$ cat src/swik_pkg.sv
// ----------------------------------------------------------------------------
// swik_pkg
// Shared types, constants and the arctangent table of the swerve inverse
// kinematics core.
// ----------------------------------------------------------------------------
package swik_pkg;

  localparam int FIELD_W     = 16;
  localparam int CFG_INDEX_W = 2;

  localparam logic [CFG_INDEX_W-1:0] REG_WHEEL_BASE  = 2'd0;
  localparam logic [CFG_INDEX_W-1:0] REG_TRACK_WIDTH = 2'd1;

  localparam logic [FIELD_W-1:0] WHEEL_BASE_RST  = 16'd5888;
  localparam logic [FIELD_W-1:0] TRACK_WIDTH_RST = 16'd5888;

  localparam int CORDIC_STAGES_DEF = 16;

  // front end deadbands
  localparam int                 IN_SQ_W        = 31;
  localparam logic [31:0]        TRANS_DB_LIMIT = 32'd41943;
  localparam logic signed [15:0] ROT_DB_HI      = 16'sd204;
  localparam logic signed [15:0] ROT_DB_LO      = -16'sd204;

  localparam int QUEUE_DEPTH = 2;

  // diagonal square root
  localparam int DIAG_W     = 25;
  localparam int DIAG_V_W   = 50;
  localparam int DIAG_STEPS = 25;

  // datapath widths
  localparam int MIX_NUM_W = 41;
  localparam int MIX_Q_W   = 16;
  localparam int WV_W      = 18;
  localparam int SQP_W     = 33;
  localparam int SQ_W      = 34;
  localparam int RAD_W     = 40;
  localparam int MAG_W     = 20;
  localparam int NRM_Q_W   = 16;
  localparam int CORDIC_W  = 34;
  localparam int ANGLE_W   = 32;

  typedef enum logic [1:0] {
    DIAG_IDLE,
    DIAG_LOAD,
    DIAG_ITER
  } diag_state_t;

  typedef struct packed {
    logic signed [FIELD_W-1:0] x;
    logic signed [FIELD_W-1:0] y;
    logic signed [FIELD_W-1:0] rot;
  } cmd_t;

  typedef struct packed {
    logic [FIELD_W-1:0] wheel_base;
    logic [FIELD_W-1:0] track_width;
    logic [DIAG_W-1:0]  diag;
  } cfg_t;

  typedef struct packed {
    logic [FIELD_W-1:0] fr_speed;
    logic [FIELD_W-1:0] fr_angle;
    logic [FIELD_W-1:0] fl_speed;
    logic [FIELD_W-1:0] fl_angle;
    logic [FIELD_W-1:0] bl_speed;
    logic [FIELD_W-1:0] bl_angle;
    logic [FIELD_W-1:0] br_speed;
    logic [FIELD_W-1:0] br_angle;
  } result_t;

  // atan(2^-i) in units of 2^-32 turn
  function automatic logic [ANGLE_W-1:0] atan_turn(input logic [4:0] idx);
    logic [ANGLE_W-1:0] t;
    unique case (idx)
      5'd0:  t = 32'h2000_0000;
      5'd1:  t = 32'h12E4_051E;
      5'd2:  t = 32'h09FB_385B;
      5'd3:  t = 32'h0511_11D4;
      5'd4:  t = 32'h028B_0D43;
      5'd5:  t = 32'h0145_D7E1;
      5'd6:  t = 32'h00A2_F61E;
      5'd7:  t = 32'h0051_7C55;
      5'd8:  t = 32'h0028_BE53;
      5'd9:  t = 32'h0014_5F2F;
      5'd10: t = 32'h000A_2F98;
      5'd11: t = 32'h0005_17CC;
      5'd12: t = 32'h0002_8BE6;
      5'd13: t = 32'h0001_45F3;
      5'd14: t = 32'h0000_A2FA;
      5'd15: t = 32'h0000_517D;
      5'd16: t = 32'h0000_28BE;
      5'd17: t = 32'h0000_145F;
      5'd18: t = 32'h0000_0A30;
      5'd19: t = 32'h0000_0518;
      5'd20: t = 32'h0000_028C;
      5'd21: t = 32'h0000_0146;
      5'd22: t = 32'h0000_00A3;
      5'd23: t = 32'h0000_0051;
      5'd24: t = 32'h0000_0029;
      5'd25: t = 32'h0000_0014;
      5'd26: t = 32'h0000_000A;
      5'd27: t = 32'h0000_0005;
      5'd28: t = 32'h0000_0003;
      5'd29: t = 32'h0000_0001;
      5'd30: t = 32'h0000_0001;
      5'd31: t = 32'h0000_0000;
    endcase
    return t;
  endfunction

endpackage

$ cat src/swik_front.sv
// ----------------------------------------------------------------------------
// swik_front
// Command intake: takes a transfer, applies the translation and rotation
// deadbands and hands the cleaned command to the queue.
// ----------------------------------------------------------------------------
module swik_front (
  input  logic                                 clk,
  input  logic                                 rst_n,
  input  logic                                 start,
  input  logic                                 busy,
  input  logic signed [swik_pkg::FIELD_W-1:0]  x_speed,
  input  logic signed [swik_pkg::FIELD_W-1:0]  y_speed,
  input  logic signed [swik_pkg::FIELD_W-1:0]  rot_speed,
  output logic                                 push,
  output swik_pkg::cmd_t                       push_cmd
);

  logic                          acc;
  logic signed [31:0]            xsq_full, ysq_full;
  logic                          v0_r, v1_r;
  swik_pkg::cmd_t                c0_r, c1_r;
  logic [swik_pkg::IN_SQ_W-1:0]  xsq_r, ysq_r;
  logic [31:0]                   sum;
  logic                          trans_small, rot_small;

  assign acc      = start && !busy;
  assign xsq_full = 32'(x_speed) * 32'(x_speed);
  assign ysq_full = 32'(y_speed) * 32'(y_speed);

  always_ff @(posedge clk) begin
    if (!rst_n) begin
      v0_r <= 1'b0;
      v1_r <= 1'b0;
    end else begin
      v0_r <= acc;
      v1_r <= v0_r;
    end
  end

  // capture the command and its squares
  always_ff @(posedge clk) begin
    c0_r.x   <= x_speed;
    c0_r.y   <= y_speed;
    c0_r.rot <= rot_speed;
    xsq_r    <= xsq_full[swik_pkg::IN_SQ_W-1:0];
    ysq_r    <= ysq_full[swik_pkg::IN_SQ_W-1:0];
  end

  assign sum         = 32'(xsq_r) + 32'(ysq_r);
  assign trans_small = (sum <= swik_pkg::TRANS_DB_LIMIT);
  assign rot_small   = (c0_r.rot <= swik_pkg::ROT_DB_HI) && (c0_r.rot >= swik_pkg::ROT_DB_LO);

  // drop small commands to zero
  always_ff @(posedge clk) begin
    c1_r.x   <= trans_small ? '0 : c0_r.x;
    c1_r.y   <= trans_small ? '0 : c0_r.y;
    c1_r.rot <= rot_small ? '0 : c0_r.rot;
  end

  assign push     = v1_r;
  assign push_cmd = c1_r;

endmodule

$ cat config.mk
export PLATFORM = sky130hd
export DESIGN_NAME = swik_front
export DESIGN_NICKNAME = d
export VERILOG_FILES = /design/src/swik_pkg.sv /design/src/swik_front.sv
export SDC_FILE = /design/constraint.sdc
export NUM_CORES = 1
export LEC_CHECK = 0
export BUFFER_PORTS_ARGS = -buffer_cell sky130_fd_sc_hd__buf_2
export CORE_ASPECT_RATIO = 0.9
export CORE_MARGIN = 8
export CORE_UTILIZATION = 48
export DETAILED_ROUTE_END_ITERATION = 10
export HOLD_SLACK_MARGIN = 0.03
export PLACE_DENSITY = 0.74
export SETUP_SLACK_MARGIN = 0.5
export SLEW_MARGIN = 20
export SYNTH_ARGS = -nofsm -noshare
export SYNTH_HDL_FRONTEND = slang
export SYNTH_SLANG_ARGS = --single-unit
$ cat constraint.sdc
create_clock -name clk -period 7.76 [get_ports clk]
set_clock_uncertainty 0.05 [all_clocks]
set_input_delay 1.552 -clock clk [delete_from_list [all_inputs] [get_ports clk]]
set_output_delay 1.552 -clock clk [all_outputs]
set_load 0.02 [all_outputs]
Word level (Yosys, flattened, before mapping):

Index checks and enable logic that the tools add are counted.

* $lt $le $gt $ge: 3
* add/sub/neg operators: 1
* reduce and logical (&&, ||, !) cells: 3
* multiply operators: 2

Operators by type and width (count)
* multiplier 16 x 16 -> 31 bit: 2
* adder 31 x 31 -> 32 bit: 1
* less-or-equal comparator 32 x 16 -> 1 bit (second input constant): 1
* greater-or-equal comparator 16 x 9 -> 1 bit (second input constant): 1
* less-or-equal comparator 16 x 9 -> 1 bit (second input constant): 1
* logical AND 1 bit: 2
* logical NOT 1 bit: 1

* bits in registers: 160
* output and inout port bits: 49
* word-level logic and storage cells: 19

Depth between registers and ports, before layout:

Gate-level depths: netlist of the first run.

* word-level depth: 2
* depth in mapped cells: 26
* gate-level depth less buffers: 24

Least setup slack after synthesis of the first run:

No wires, ideal clock.

* path kind: in2reg
* from: in y_speed[15] (netlist name)
* to: reg ysq_r[30] (netlist name)
* library setup time: 112 ps
* path buffers: 2
* stages on the path: 24
* path slack: 209 ps
* arrival time: 7389 ps
* cells stage by stage: clkbuf_1 -> inv_1 -> clkbuf_1 -> nor2_1 -> fa_1 -> inv_1 -> fa_1 -> inv_1 -> fa_1 -> fa_1 -> fa_1 -> inv_1 -> fa_1 -> inv_1 -> ha_1 -> nand4_1 -> nor2_1 -> nand2_1 -> a2bb2oi_1 -> o31a_1 -> a31oi_1 -> o31ai_1 -> mux2i_1 -> a2111oi_1

* cells in the longest elaborated chain, start to end: 1

Ends and longest elaborated chain
* from (decl): line swik_front.sv:12 `input logic signed [swik_pkg::FIELD_W-1:0] y_speed,`
* multiplier 16 x 16 -> 31 bit: line swik_front.sv:28 `assign ysq_full = 32'(y_speed) * 32'(y_speed);`
* named net ysq_full[30]: line swik_front.sv:19 `logic signed [31:0] xsq_full, ysq_full;`
* to (signal assigned): line swik_front.sv:46 `ysq_r <= ysq_full[swik_pkg::IN_SQ_W-1:0];`
* to (decl): line swik_front.sv:22 `logic [swik_pkg::IN_SQ_W-1:0] xsq_r, ysq_r;`

The timed path passes the listed nets, and every way through them passes these cells.
A chain may end at the register's enable or synchronous reset.

Worst setup path in the final report of the first run:

* from: in y_speed[9] (netlist name)
* to: reg ysq_r[30] (netlist name)

The elaborated chain is that of the path after synthesis.

==> metrics.csv, run 1 <==
stage;metric;value;unit
sta;finalCriticalPeriod;7.09;ns
setup_path;cp.required;8.04;ns
finish;syn2layout_area_growth;8.59;%
route;dr.first_iter.drc_count;994;
synth;syn_inst;2445;
global_routing;grt_overflow;0;
synth;synth_top_area_share;40.4;%
synth;ys.flop_type;dfxtp_1;
placement;hpwl;41700;µm
sta;fin_crit_sh;91.3;%
synth;synth_common_cells;inv_1, fa_1, ha_1;
cts;clkTransAtPathRegs;0.07;ns
route;viasPerCell;5.07;
sta;hold_viol_final;0;
setup_path;critical_path_class;input pin to flip-flop;
finish;utilization;52.9;%
synth;synth_edf_count;0;
die;pin_count;101;
synth;yosys_warnings;0;
placement;globalplace.congestion;0.905;
route;firstDrtPassIters;5;
die;rows;75;
sta;setup_viol;0;
cts;numClockSinks;156;
cts;clk_latency;0.45;ns
sta;slew_headroom;33.8;%
global_routing;grt_use_total;18.8;%
placement;placed_cells;3135;
sta;fmax;141;MHz
finish;layout-drive-gt1-share;8.65;%
sta;finalMaxSlewViolations;0;
flow_run;maxCapViolCount;0;
synth;synthesis.area;0.0228;mm²
cts;cts_hold_buf;0;
synth;async_flop_share;0;%
setup_path;path_delay_family;adder cells;
die;start_util;48.7;%
route;vias;16100;
route;wl_per_cell;15.4;µm
outcome;status;finished clean;
setup_path;path_max_fanout;12;
finish;antenna_cells;0;
setup_path;reg2reg_setup_slack;3.79;ns
sta;hold_ws;0.356;ns
global_routing;antenna_found_initial;1;
setup_path;critPathBufInv;5;
sta;rsz0062_at_grt;true;
synth;synth_top_area_cell;fa_1;
synth;synth-seq-area-share;13.7;%
cts;cts_tree;done;
setup_path;cp_cell_sequence;buf_2 > buf_4 > nand2_1 > fa_1 > inv_1 > fa_1 > fa_1 > fa_1 > fa_1 > inv_1 > fa_1 > inv_1 > ha_1 > a21o_1 > a21oi_1 > o21bai_1 > a211o_1 > o211ai_1 > a31oi_2 > o31ai_2 > mux2i_1 > a2111oi_1;
synth;syn_avg_cell_area;9.31;µm²
global_routing;grt_pass1_vias;18000;
cts;cts_max_level;4;
synth;ys_types;79;
cts;numCtsBuffers;17;
synth;synth_nets;3153;
synth;yosysMostFrequentCell;inv_1;
synth;synth.area.top_cells;fa_1, dfxtp_1, inv_1;
die;die_area;0.0547;mm²
setup_path;arrival;7.37;ns
synth;synth_seq_cells;156;
setup_path;cp-end-kind;flip-flop;
setup_path;slowest_delay;0.59;ns
global_routing;grt_pass1_wl;84600;µm
die;die_w;246;µm
setup_path;start_kind;input pin;
sta;worst_pin_slew;0.986;ns
global_routing;grt_max_degree;33;
die;core;0.0467;mm²
route;final_antenna_net_count;0;
cts;clk_path_buf_depth;2;
placement;io_buffers;100;
route;drc;0;
finish;layout.cells.non_filler;3171;
cts;clockRootBuffer;clkbuf_16;
setup_path;crit_top_cell;fa_1;
setup_path;crit_slowest_cell;fa_1;
worst_hold_path;min_path_type;flip-flop to flip-flop;
route;wirelength;49000;µm
die;die_h;223;µm
finish;nets;3250;
finish;fillers;4134;
sta;tns;0;ns
-- final timing paths --
path	start	to	cells after the start
max	y_speed[9]	ysq_r[30]$_DFF_P_	22
min	c0_r[21]$_DFF_P_	push_cmd[21]$_SDFF_PP0_	2
max reg2reg	ysq_r[7]$_DFF_P_	push_cmd[45]$_SDFF_PP0_	11
min reg2reg	c0_r[21]$_DFF_P_	push_cmd[21]$_SDFF_PP0_	2
-- worst register-to-register path: stages (launching register included) --
cell and delay (ns):
dfxtp_1 0.31, ha_1 0.39, nand2_1 0.10, o22ai_1 0.38
o21ai_2 0.20, a211o_1 0.33, xnor2_1 0.14, a211oi_1 0.31
o2111ai_2 0.20, nor4_4 0.85, buf_4 0.40, a31oi_1 0.15
-- flip-flops by register name, indices dropped and copies added (netlist names) --
name,flops
push_cmd,48
c0_r,46
xsq_r,30
ysq_r,30
push,1
v0_r,1
-- placed cells by master, fill, tap and decap left out, types with 7 or more instances in the layout --
master / Yosys / final
nand4_1: 8 / 8
xor2_1: 23 / 23
o211ai_1: 8 / 8
o21a_1: 11 / 11
a211oi_1: 8 / 8
nor2_1: 113 / 108
a31oi_1: 43 / 41
nand2b_1: 17 / 17
nor2b_1: 17 / 17
o21ai_0: 35 / 34
buf_4: 2 / 42
buf_2: 2 / 96
nor3_1: 12 / 11
inv_1: 700 / 695
a21o_1: 19 / 19
o22ai_1: 7 / 7
dfxtp_1: 156 / 156
nand3_1: 22 / 22
and2_1: 80 / 80
nand2_1: 195 / 195
a21oi_1: 72 / 69
o21bai_1: 8 / 8
fa_1: 459 / 457
xnor2_1: 69 / 69
and3_1: 12 / 12
ha_1: 197 / 197
clkbuf_16: 0 / 17
-- stage by stage --
step           setup WS (ns)  cell area [µm²]
3_5_place_dp          0.0311            24000
6_report               0.675            24700
3_3_place_gp           0.184            24000
2_1_floorplan          0.506            22800
5_1_grt                0.385            24700
4_1_cts                0.526            24600
-- layout make-up --
cell class              instances  area, µm²  area share [%]
flip-flops and latches        156       3120            12.6
multi-input cells            1523      16800            67.8
clock buffers                  17        425            1.72
repair buffers                142        830            3.36
clock inverters                15        173           0.698
inverters                     702       2650            10.7
well taps                     616        771            3.12
-- metal layers --
layer | up-vias | part of all wire (%) | track usage (%)
met1 | 8130 | 42 | 23.8
met4 | 0 | 2.2 | 5.54
met3 | 82 | 4.9 | 2.77
met2 | 369 | 51 | 32.9
met5 | - | 0 | 0
li1 | 7509 | - | -
-- kinds of logic (layout without fill, tap and decap cells) --
family	after synthesis	in the layout	synth area share, %
mux	9	9	0.434
simple gates	502	502	10.4
xor+xnor	92	92	3.54
fa+ha+maj	656	656	51.2
flops	156	156	13.7
compound gates	264	264	7.70
buf+inv	766	876	13.0
-- timing repair --
item / in CTS / in global routing
pin swaps: 0 / 3
endpoints found under the setup margin: 1 / 7
gates resized for setup: 2 / 24
buffers inserted: 1 / 3
Power of run 1 is left out: the tool's default activity adds up to more than one toggle a clock period on the data nets, which glitch-free logic cannot reach.
==> run 2: changes to the inputs <==
- PLACE_DENSITY: 0.74 -> 0.72
- SKIP_CTS_REPAIR_TIMING: unset -> 1
- clock period: 7.76 -> 7.4 ns (I/O delays scaled with it)
==> run 2 against run 1 <==
- non-clock buffer count rose by 34
- design area rose by 2.5%
- final cell count rose by 1.0%
- critical path type unchanged
- sequential cell count did not move
- global-route usage rose by 0.22 points
- largest cell class unchanged
- critical endpoint unchanged
- setup slack got worse by 0.11 ns
- die area did not move
- wire length rose by 2.2%
- register-to-register slack got worse by 0.26 ns
==> metrics.csv, run 2 (synthesis results as in run 1) <==
stage;metric;value;unit;change
finish;seq_area;0.00312;mm²;unchanged
global_routing;grt_pass1_vias;17900;;-0.45%
setup_path;cp.required;7.70;ns;-0.34 ns
sta;fmax;146;MHz;
die;die_w;246;µm;unchanged
global_routing;grt_max_degree;33;;unchanged
cts;cts_max_level;4;;unchanged
sta;finalMaxSlewViolations;0;;unchanged
global_routing;antenna_found_initial;1;;unchanged
setup_path;critical_path_class;input pin to flip-flop;;
placement;dpl_cell_area;0.0243;mm²;+1.2%
die;die_area;0.0547;mm²;unchanged
die;die_h;223;µm;unchanged
die;rows;75;;unchanged
setup_path;cp-end-kind;flip-flop;;
outcome;status;finished clean;;
route;viasPerCell;5.07;;about the same
cts;cts_tree;done;;
die;core;0.0467;mm²;unchanged
setup_path;path_max_fanout;9;;-3
sta;worst_pin_slew;1.00;ns;+0.0175 ns
cts;clk_latency;0.45;ns;about the same
sta;hold_ws;0.356;ns;+0.000583 ns
global_routing;grt_pass1_wl;85200;µm;+0.73%
route;wirelength;50000;µm;+2.2%
route;final_antenna_net_count;0;;unchanged
setup_path;r2r-start;ysq_r[7]$_DFF_P_;;
finish;final_cell_mix;inv_1, fa_1, ha_1;;
flow_run;maxCapViolCount;0;;unchanged
finish;multi_input_comb_area;0.0170;mm²;+1.3%
route;vias;16200;;+0.96%
placement;io_buffers;100;;unchanged
cts;numCtsBuffers;17;;unchanged
sta;rsz0062_at_grt;true;;
global_routing;grt_overflow;0;;unchanged
route;firstDrtPassIters;7;;+2
global_routing;grt_use_total;19.0;%;+0.22 points
route;drc;0;;unchanged
sta;finalCriticalPeriod;6.83;ns;
finish;nets;3284;;+1.0%
route;dr.first_iter.drc_count;758;;-24%
cts;clk_path_buf_depth;2;;unchanged
setup_path;worstSetupEndpoint;ysq_r[30]$_DFF_P_;;
setup_path;reg2reg_depth;11;;unchanged
setup_path;cp-startpoint;y_speed[1];;
setup_path;start_kind;input pin;;
sta;setup_viol;0;;unchanged
worst_hold_path;hold_start;c0_r[45]$_DFF_P_;;
die;start_util;48.7;%;unchanged
placement;hpwl;42200;µm;+1.3%
cts;clkTransAtPathRegs;0.06;ns;about the same
sta;slew_headroom;32.6;%;-1.2 points
route;wl_per_cell;15.6;µm;+1.1%
finish;antenna_cells;0;;unchanged
setup_path;arrival;7.13;ns;-0.24 ns
worst_hold_path;min_path_cells;2;;unchanged
die;pin_count;101;;unchanged
finish;layout-drive-gt1-share;11.3;%;+2.7 points
cts;clockRootBuffer;clkbuf_16;;
sta;fin_crit_sh;92.3;%;
finish;fillers;4142;;+0.19%
finish;largest_reg_flops;48;;unchanged
setup_path;timing.rr.end;push_cmd[17]$_SDFF_PP0_;;
placement;globalplace.congestion;0.898;;-0.78%
setup_path;reg2reg_setup_slack;3.53;ns;-0.26 ns
worst_hold_path;min_path_type;flip-flop to flip-flop;;
finish;syn2layout_area_growth;11.3;%;
finish;stdcell_area;0.0253;mm²;+2.5%
finish;final_common_cell;inv_1;;
cts;numClockSinks;156;;unchanged
sta;hold_viol_final;0;;unchanged
==> run 2: cell types whose count changed in the layout (fill, tap and decap cells not counted), sizes merged <==
cell | previous run | this run
bufinv | 0 | 4
inv | 705 | 699
buf | 139 | 165
clkbuf | 20 | 31
clkinv | 8 | 6
==> run 2: worst max-delay path, stage by stage <==
cell and delay (ns):
buf_6 0.12, and2_4 0.18, fa_2 0.61, inv_2 0.06
fa_2 0.62, clkinv_4 0.08, fa_1 0.45, fa_1 0.51
fa_1 0.56, inv_1 0.05, fa_1 0.49, inv_2 0.04
ha_4 0.27, nand4_1 0.12, nor2_2 0.19, nand2_2 0.09
o31a_1 0.38, a31oi_4 0.26, o31ai_4 0.09, mux2i_1 0.14
a2111oi_2 0.32
==> run 2: per-layer routing <==
metal / track usage (%) / part of all wire, % / vias up
li1: - / - / 7574
met3: 3.07 / 5.7 / 83
met4: 6.15 / 2.6 / 2
met1: 24.2 / 41 / 8178
met5: 0 / 0.022 / -
met2: 32.7 / 50 / 408
==> run 2: layout make-up <==
type / count / area share [%]
flip-flops and latches: 156 / 12.3
repair buffers: 176 / 4.59
multi-input cells: 1523 / 67.0
clock buffers: 20 / 1.80
well taps: 616 / 3.04
clock inverters: 11 / 0.721
inverters: 702 / 10.5
==> run 2: worst min path at each step <==
stage	endpoint	slack (ns)
final	push_cmd[45]$_SDFF_PP0_	0.36
after global routing	push_cmd[47]$_SDFF_PP0_	0.37
after CTS	push_cmd[30]$_SDFF_PP0_	0.35
after detailed placement	push_cmd[47]$_SDFF_PP0_	0.35
after global placement	push_cmd[40]$_SDFF_PP0_	0.34
after floorplan	push_cmd[16]$_SDFF_PP0_	0.34
==> run 2: stage by stage <==
stage,setup slack [ns],utilization (%),cells,setup TNS (ns)
after floorplan,0.451,-,2445,0
after global placement,0.0359,52.0,3159,0
after detailed placement,-0.102,52.0,3159,-0.125
after CTS,0.361,53.3,3190,0
after global routing,0.396,54.2,3204,0
final,0.567,54.2,3204,0
Power of run 2 is left out for the same reason.
==> run 3: changes to the inputs <==
- clock period: 7.4 -> 6.4 ns (I/O delays scaled with it)
==> run 3 against run 2 <==
- the flow now finishes with violations (setup timing)
- wire length grew 6.6%
- sequential share of layout area shrank 1.4 points
- critical path depth is the same
- critical path type unchanged
- critical endpoint unchanged
- highest routed layer is now met4
==> metrics.csv, run 3 (synthesis results as in run 1) <==
stage;metric;value;unit;change
outcome;status;finished, violations left;;
outcome;violations;setup timing;;
route;vias;17400;;+7.3%
sta;rsz0062_at_grt;true;;
die;die_h;223;µm;unchanged
global_routing;grt_pass1_vias;19000;;+6.5%
cts;clkTransAtPathRegs;0.06;ns;about the same
cts;clockRootBuffer;clkbuf_16;;
setup_path;cp.required;6.70;ns;-1.00 ns
sta;fmax;155;MHz;
sta;finalWorstSetupSlack;-0.0641;ns;-0.631 ns
finish;antenna_cells;0;;unchanged
cts;numClockSinks;156;;unchanged
sta;hold_viol_final;0;;unchanged
finish;final_cell_mix;inv_1, fa_1, buf_4;;
worst_hold_path;hold_start;c0_r[41]$_DFF_P_;;
die;rows;75;;unchanged
flow_run;maxCapViolCount;0;;unchanged
finish;final_common_cell;inv_1;;
finish;layout-drive-gt1-share;26.2;%;+15 points
finish;largest_reg_flops;48;;unchanged
route;firstDrtPassIters;5;;-2
cts;clk_path_buf_depth;2;;unchanged
setup_path;r2r-start;ysq_r[19]$_DFF_P_;;
sta;slew_headroom;35.8;%;+3.2 points
setup_path;critical_path_class;input pin to flip-flop;;
placement;globalplace.congestion;0.911;;+1.5%
sta;setup_viol;1;;+1
sta;finalMaxSlewViolations;0;;unchanged
setup_path;cp-end-kind;flip-flop;;
setup_path;start_kind;input pin;;
global_routing;grt_overflow;0;;unchanged
setup_path;reg2reg_depth;11;;unchanged
die;start_util;48.7;%;unchanged
setup_path;path_max_fanout;7;;-2
route;viasPerCell;4.98;;-1.8%
finish;nets;3581;;+9.0%
die;core;0.0467;mm²;unchanged
route;wl_per_cell;15.2;µm;-2.4%
route;final_antenna_net_count;0;;unchanged
setup_path;reg2reg_setup_slack;2.43;ns;-1.10 ns
sta;worst_pin_slew;0.956;ns;-0.0480 ns
sta;finalCriticalPeriod;6.46;ns;
finish;syn2layout_area_growth;25.6;%;
finish;utilization;61.2;%;+7.0 points
global_routing;grt_pass1_wl;88400;µm;+3.7%
cts;clk_latency;0.46;ns;about the same
worst_hold_path;min_path_cells;2;;unchanged
route;dr.first_iter.drc_count;740;;-2.4%
die;die_w;246;µm;unchanged
setup_path;timing.rr.end;push_cmd[17]$_SDFF_PP0_;;
route;drc;0;;unchanged
placement;hpwl;44400;µm;+5.1%
cts;cts_tree;done;;
worst_hold_path;whs_endpoint;push_cmd[41]$_SDFF_PP0_;;
placement;io_buffers;100;;unchanged
global_routing;grt_use_total;19.6;%;+0.56 points
global_routing;grt_max_degree;33;;unchanged
global_routing;antenna_found_initial;0;;-1
sta;fin_crit_sh;101;%;
die;pin_count;101;;unchanged
setup_path;arrival;6.77;ns;-0.36 ns
die;die_area;0.0547;mm²;unchanged
cts;numCtsBuffers;17;;unchanged
worst_hold_path;min_path_type;flip-flop to flip-flop;;
cts;cts_max_level;4;;unchanged
route;wirelength;53300;µm;+6.6%
## run 3: cell types whose count changed in the layout (fill, tap and decap cells not counted), moves of 11 or more
| cell | previous run | this run |
|---|---|---|
| inv_1 | 688 | 653 |
| buf_6 | 9 | 56 |
| fa_1 | 455 | 437 |
| a21oi_2 | 7 | 24 |
| inv_2 | 5 | 41 |
| buf_4 | 73 | 328 |
| nand2_2 | 5 | 21 |
| ha_4 | 6 | 25 |
| nand2_1 | 190 | 172 |
| buf_8 | 0 | 11 |
| ha_1 | 191 | 168 |
| a21oi_1 | 66 | 46 |
| fa_2 | 4 | 22 |
## run 3: critical path, cell delays in order
cell,delay (ns)
buf_2,0.15
and2_4,0.16
fa_2,0.65
buf_4,0.14
fa_1,0.42
fa_1,0.46
fa_1,0.51
fa_1,0.55
inv_2,0.04
fa_1,0.51
inv_2,0.05
ha_4,0.21
a21o_1,0.16
a21oi_2,0.11
o21bai_1,0.08
a211o_1,0.25
o211ai_1,0.19
a31oi_4,0.16
o31ai_4,0.22
mux2i_1,0.12
a2111oi_2,0.34
## run 3: worst max path at each step
stage | startpoint | end | cells past startpoint
finish | y_speed[1] | ysq_r[30]$_DFF_P_ | 21
global route | y_speed[5] | ysq_r[30]$_DFF_P_ | 24
CTS | y_speed[15] | ysq_r[30]$_DFF_P_ | 21
detailed placement | y_speed[8] | ysq_r[30]$_DFF_P_ | 22
global placement | y_speed[10] | ysq_r[30]$_DFF_P_ | 21
floorplan | y_speed[15] | ysq_r[30]$_DFF_P_ | 23
## run 3: through the flow
stage	setup TNS [ns]	cells	worst slack [ns]	hold WS, ns	cell area, µm²
2_1_floorplan	-0.549	2445	-0.334	0.341	23300
3_3_place_gp	-5.58	3425	-0.568	0.341	26500
3_5_place_dp	-7.62	3425	-0.718	0.349	26500
4_1_cts	-0.491	3456	-0.248	0.360	27100
5_1_grt	-0.763	3501	-0.265	0.371	28600
6_report	-0.0641	3501	-0.0641	0.358	28600
## run 3: area by class of cell
class                           instances  area (µm²)
Tap cell                              616         771
Clock inverter                         12         126
Sequential cell                       156        3120
Clock buffer                           19         453
Timing Repair Buffer                  473        3700
Multi-Input combinational cell       1523       17800
Inverter                              702        2670
Fill cell                            3804       18100
## run 3: routing by layer
metal	routed length, µm	global-route usage, %	vias up
met5	0	0	-
met4	1090	5.46	0
met3	2260	2.96	90
met2	27900	34.3	356
met1	22100	24.9	8818
li1	-	-	8171
Power of run 3 is left out for the same reason.
